`config.mk`:
```
export PLATFORM = sky130hd
export DESIGN_NAME = mqlf_ctrl
export DESIGN_NICKNAME = d
export VERILOG_FILES = /design/src/design/mqlf_pkg.sv /design/src/design/mqlf_ctrl.sv
export SDC_FILE = /design/constraint.sdc
export NUM_CORES = 1
export LEC_CHECK = 0
export ABC_AREA = 1
export BUFFER_PORTS_ARGS = -buffer_cell sky130_fd_sc_hd__buf_2
export CORE_AREA = 2 2 39 41
export CTS_BUF_LIST = sky130_fd_sc_hd__clkbuf_8
export DETAILED_ROUTE_END_ITERATION = 10
export DIE_AREA = 0 0 41 43
export HOLD_SLACK_MARGIN = 0.08
export PLACE_DENSITY = 0.38
export SLEW_MARGIN = 20
export SYNTH_ARGS = -nofsm -noshare
export SYNTH_HDL_FRONTEND = slang
export SYNTH_SLANG_ARGS = --single-unit
export TNS_END_PERCENT = 5
```
`constraint.sdc`:
```
create_clock -name clk -period 1.1 [get_ports clk]
set_input_delay 0.165 -clock clk [delete_from_list [all_inputs] [get_ports clk]]
set_output_delay 0.165 -clock clk [all_outputs]
set_load 0.05 [all_outputs]
```
`src/design/mqlf_pkg.sv`:
```
// ----------------------------------------------------------------------------
// mqlf_pkg
// Shared types and constants of the multi-queue linked-list FIFO.
// ----------------------------------------------------------------------------
`default_nettype none

package mqlf_pkg;

  localparam int QUEUE_COUNT = 8;
  localparam int POOL_NODES  = 256;
  localparam int VALUE_BITS  = 32;

  localparam int QID_W  = 3;
  localparam int NODE_W = $clog2(POOL_NODES);
  localparam int CNT_W  = $clog2(POOL_NODES + 1);
  localparam int REQ_W  = 2;
  localparam int STS_W  = 2;

  typedef enum logic [REQ_W-1:0] {
    REQ_PUSH  = 2'd0,
    REQ_POP   = 2'd1,
    REQ_CLEAR = 2'd2,
    REQ_QUERY = 2'd3
  } req_type_t;

  typedef enum logic [STS_W-1:0] {
    STS_OK        = 2'd0,
    STS_INACTIVE  = 2'd1,
    STS_EMPTY     = 2'd2,
    STS_POOL_FULL = 2'd3
  } status_t;

  typedef enum logic [2:0] {
    ST_IDLE,
    ST_READ,
    ST_UPDATE,
    ST_HEAD,
    ST_DONE
  } ctrl_state_t;

  typedef struct packed {
    logic latch;
    logic update;
    logic capture_head;
    logic load_out;
  } cmd_t;

  typedef struct packed {
    logic need_head;
  } sts_t;

endpackage

`default_nettype wire

```
`src/design/mqlf_ctrl.sv`:
```
// ----------------------------------------------------------------------------
// mqlf_ctrl
// Request sequencer: read, update, optional head read, result hand-off.
// ----------------------------------------------------------------------------
`default_nettype none

module mqlf_ctrl (
  input  wire logic            clk,
  input  wire logic            rst_n,
  input  wire logic            in_valid,
  output logic                 in_ready,
  output logic                 out_valid,
  input  wire logic            out_ready,
  input  wire mqlf_pkg::sts_t  sts,
  output mqlf_pkg::cmd_t       cmd
);
  import mqlf_pkg::*;

  ctrl_state_t state_r, state_nxt;
  logic        out_valid_r, out_valid_nxt;
  logic        out_free;

  assign out_free = !out_valid_r || out_ready;

  always_comb begin
    state_nxt = state_r;
    case (state_r)
      ST_IDLE: begin
        if (in_valid) begin
          state_nxt = ST_READ;
        end
      end
      ST_READ:   state_nxt = ST_UPDATE;
      ST_UPDATE: state_nxt = sts.need_head ? ST_HEAD : ST_DONE;
      ST_HEAD:   state_nxt = ST_DONE;
      ST_DONE: begin
        if (out_free) begin
          state_nxt = ST_IDLE;
        end
      end
      default:   state_nxt = ST_IDLE;
    endcase
  end

  always_comb begin
    cmd      = '0;
    in_ready = 1'b0;
    case (state_r)
      ST_IDLE: begin
        in_ready  = 1'b1;
        cmd.latch = in_valid;
      end
      ST_UPDATE: cmd.update       = 1'b1;
      ST_HEAD:   cmd.capture_head = 1'b1;
      ST_DONE:   cmd.load_out     = out_free;
      default: begin
        cmd = '0;
      end
    endcase
  end

  always_comb begin
    if (cmd.load_out) begin
      out_valid_nxt = 1'b1;
    end else if (out_ready) begin
      out_valid_nxt = 1'b0;
    end else begin
      out_valid_nxt = out_valid_r;
    end
  end

  assign out_valid = out_valid_r;

  always_ff @(posedge clk) begin
    if (!rst_n) begin
      state_r     <= ST_IDLE;
      out_valid_r <= 1'b0;
    end else begin
      state_r     <= state_nxt;
      out_valid_r <= out_valid_nxt;
    end
  end

endmodule

`default_nettype wire

```
* After elaboration in Yosys (flattened, before gate mapping)
Cells that the tools add are included.
W data, S select, Z words.
** Storage, ports and cells
- Register bits after elaboration :: 4
- Output and inout bits :: 6
- Input bits :: 5
- Word-level logic and storage cells :: 24
** Cells by class
- Multiplexer cells :: 11
- Reductions and logical operators :: 5
- Equal/unequal tests :: 6
** Operator list (number)
- $pmux W3 S5 :: 1
- $mux W3 :: 3
- $mux W1 :: 7
- $eq A3 B2 Y1 const B :: 2
- $ne A2 B2 Y1 const B :: 2
- $eq A3 B1 Y1 const B :: 1
- $eq A3 B3 Y1 const B :: 1
- $logic_not A3 Y1 :: 1
- $reduce_and A2 Y1 :: 1
- $reduce_bool A2 Y1 :: 1
- $logic_not A1 Y1 :: 1
- $logic_or A1 B1 Y1 :: 1

* Logic depth before layout (Yosys ltp)
- Depth in word-level cells :: 4
- Mapped depth :: 6
- Mapped depth without buffers :: 6

* Least setup slack after synthesis
Ideal clock, no wire load.
- Path type :: register -> output
- From :: reg state_r[1]
- To :: out cmd[2] (netlist name)
- Setup slack :: -519 ps
- Stages on the path, launching flop included :: 3
- Required time :: 935 ps
- Arrival time :: 1454 ps
- Path buffers :: 0
- Path through :: dfxtp_1 inv_1 nor3_1
** RTL lines
- start, declared :: line mqlf_ctrl.sv:19 : ctrl_state_t state_r, state_nxt;
- start signal, assigned :: line mqlf_ctrl.sv:79 : state_r <= state_nxt;
- end, declared :: line mqlf_ctrl.sv:15 : output mqlf_pkg::cmd_t cmd

==> flow_summary.json <==
{
  "worstSetupStartpointType": "register",
  "cts_tree": "built",
  "critPathCaptureType": "output port",
  "p_sw_uw": 273,
  "drv_slew": 0,
  "antenna_found_initial": 0,
  "clk_pin_slew_ns": 0.03,
  "synth_edf_count": 0,
  "period_minus_slack_ns": 1.20,
  "path_max_fanout": 4,
  "die_area_mm2": 0.00176,
  "skew_ns": 0.00127,
  "status": "finished with violations",
  "synthTopCellsByArea": "dfxtp_1, inv_1, nor2_1",
  "area_delta_synth_final_pct": 94.4,
  "synth_top_area_share_pct": 35.6,
  "hpwl_um": 434,
  "core_mm2": 0.00138,
  "nNetsFinal": 59,
  "cts_hold_buf": 0,
  "sequentialPowerShare_pct": 22.9,
  "finalCoreUtilization_pct": 31.6,
  "syn_inst": 35,
  "synth.distinct_cells": 12,
  "clkSinkCount": 4,
  "p_leak_nw": 0.204,
  "die_h_um": 43,
  "n_antenna_cell": 0,
  "ys_top_cells_by_count": "inv_1, nor2_1, nand2_1",
  "antenna_left": 0,
  "max-slew-margin-rel_pct": 83.6,
  "cts_inserted_buffers": 3,
  "timing.fmax_mhz": 835,
  "num_io_pins": 11,
  "pwr-share-clk_pct": 37.6,
  "htreeDepth": 1,
  "syn_nets": 40,
  "fp-row-count": 14,
  "worst_slew_pin_slew_ns": 0.248,
  "grt_start_max_net_pins": 7,
  "drt-initial-drc-count": 3,
  "violations": "negative setup slack",
  "highest_layer": "met3",
  "dr_wl_met2_um": 222,
  "synthArstFlopShare_pct": 0,
  "ys_ff_latch": 4,
  "hold_class": "in -> reg",
  "pwr-share-comb_pct": 39.5,
  "worstRegToRegCells": 6,
  "yosysTopAreaCell": "dfxtp_1",
  "routed_wl_um": 496,
  "clk_path_buf_depth": 2,
  "p_int_uw": 528,
  "grt_pass1_vias": 247,
  "port-buffer-count": 10,
  "holdPathStages": 3,
  "viasPerCell": 3.81,
  "track_usage_pct": 8.23,
  "swShare_pct": 34.1,
  "start_util_pct": 16.3,
  "dr.pass1.iters": 3,
  "drive_gt1_share_pct": 59.6,
  "met3_length_um": 30,
  "holdWs_ns": 0.226,
  "yosysSeqAreaShare_pct": 35.6,
  "min_period_over_period_pct": 109,
  "grt_overflow": 0,
  "p_per_area_mw_per_mm2": 1830,
  "vias": 259,
  "synth_area_um2": 225,
  "wl_per_cell_um": 7.29,
  "place.gp.congestion": 0.784,
  "cp.arrival_ns": 1.03,
  "grt_pass1_wl_um": 972,
  "wl_met1_um": 243,
  "yosys_warnings": 0,
  "power_uw": 801,
  "insertion_delay_ns": 0.21,
  "finalWorstSetupSlack_ns": -0.0969,
  "finalSetupViolCount": 5,
  "worst_ep_required_time_ns": 0.94,
  "drc_errors": 0,
  "critPathKind": "reg -> out",
  "ir_worst_vdd_mv": 0.839,
  "synth_area_per_cell_um2": 6.43,
  "dp_worst_setup_slack_ns": -0.00784,
  "setup_tns_ns": -0.326,
  "cts-root-buf": "clkbuf_8",
  "rsz0062_at_grt": "true",
  "hold_viol": 0,
  "die_x_um": 41,
  "synth_flop_cell": "dfxtp_1",
  "drv_cap": 0
}
## what timing repair did
item | CTS | global route
gates resized for setup | 20 | 1
endpoints found under the setup margin | 5 | 5
pin swaps | 2 | 0
buffers inserted | 0 | 0
## cells by family after synthesis
| family | Yosys count | share of synthesized area, % |
|---|---|---|
| compound gates | 3 | 6.66 |
| buf+inv | 8 | 15.0 |
| flops | 4 | 35.6 |
| simple gates | 20 | 42.8 |
## power groups by stage
stage          logic [mW]  clock network, mW  registers (mW)
2_1_floorplan       0.171                  0           0.184
3_3_place_gp        0.255                  0           0.177
3_5_place_dp        0.254                  0           0.177
4_1_cts             0.322              0.309           0.186
5_1_grt             0.345              0.321           0.186
6_report            0.316              0.301           0.183
## worst max-delay path, stage by stage, from the launching register on
cell and delay [ns]:
dfxtp_2 0.33, nor2_4 0.13, nand2_1 0.07, nor2_2 0.11, buf_6 0.17
## stage by stage
step / cells / area, um2
global placement: 65 / 335
CTS: 68 / 435
detailed placement: 65 / 335
global route: 68 / 438
finish: 68 / 438
floorplan: 35 / 235
## state kept, by name (all words and copies together) (netlist names)
signal and flops:
out_valid 1, state_r 3
## layer usage
layer / vias up / GRT usage, %
li1: 143 / -
met1: 108 / 11.3
met2: 8 / 10.0
met3: 0 / 4.71
met4: 0 / 4.00
met5: - / 0
## cells in the final DEF, fill, tap and decap left out, drive strengths merged
cell     n
nor3     1
dfxtp    4
inv      7
nor2    10
buf     15
clkbuf   3
a21oi    2
nand3    4
o21ai    1
nand2    5
## worst paths after layout
kind	from	to	slack, ns
setup reg to reg	state_r[1]	out_valid	0.18
hold reg to reg	state_r[2]	state_r[2]	0.57
hold / removal	rst_n	out_valid	0.23
setup / recovery	state_r[1]	cmd[0]	-0.1
## cell type report
class,count,area [um2]
fill,151,946
multi-input combinational,23,135
timing repair buffer,15,126
sequential,4,88.8
clock buffer,3,41.3
inverter,7,26.3
tap,16,20.0
Note: power is estimated with default switching activity, not from simulation.
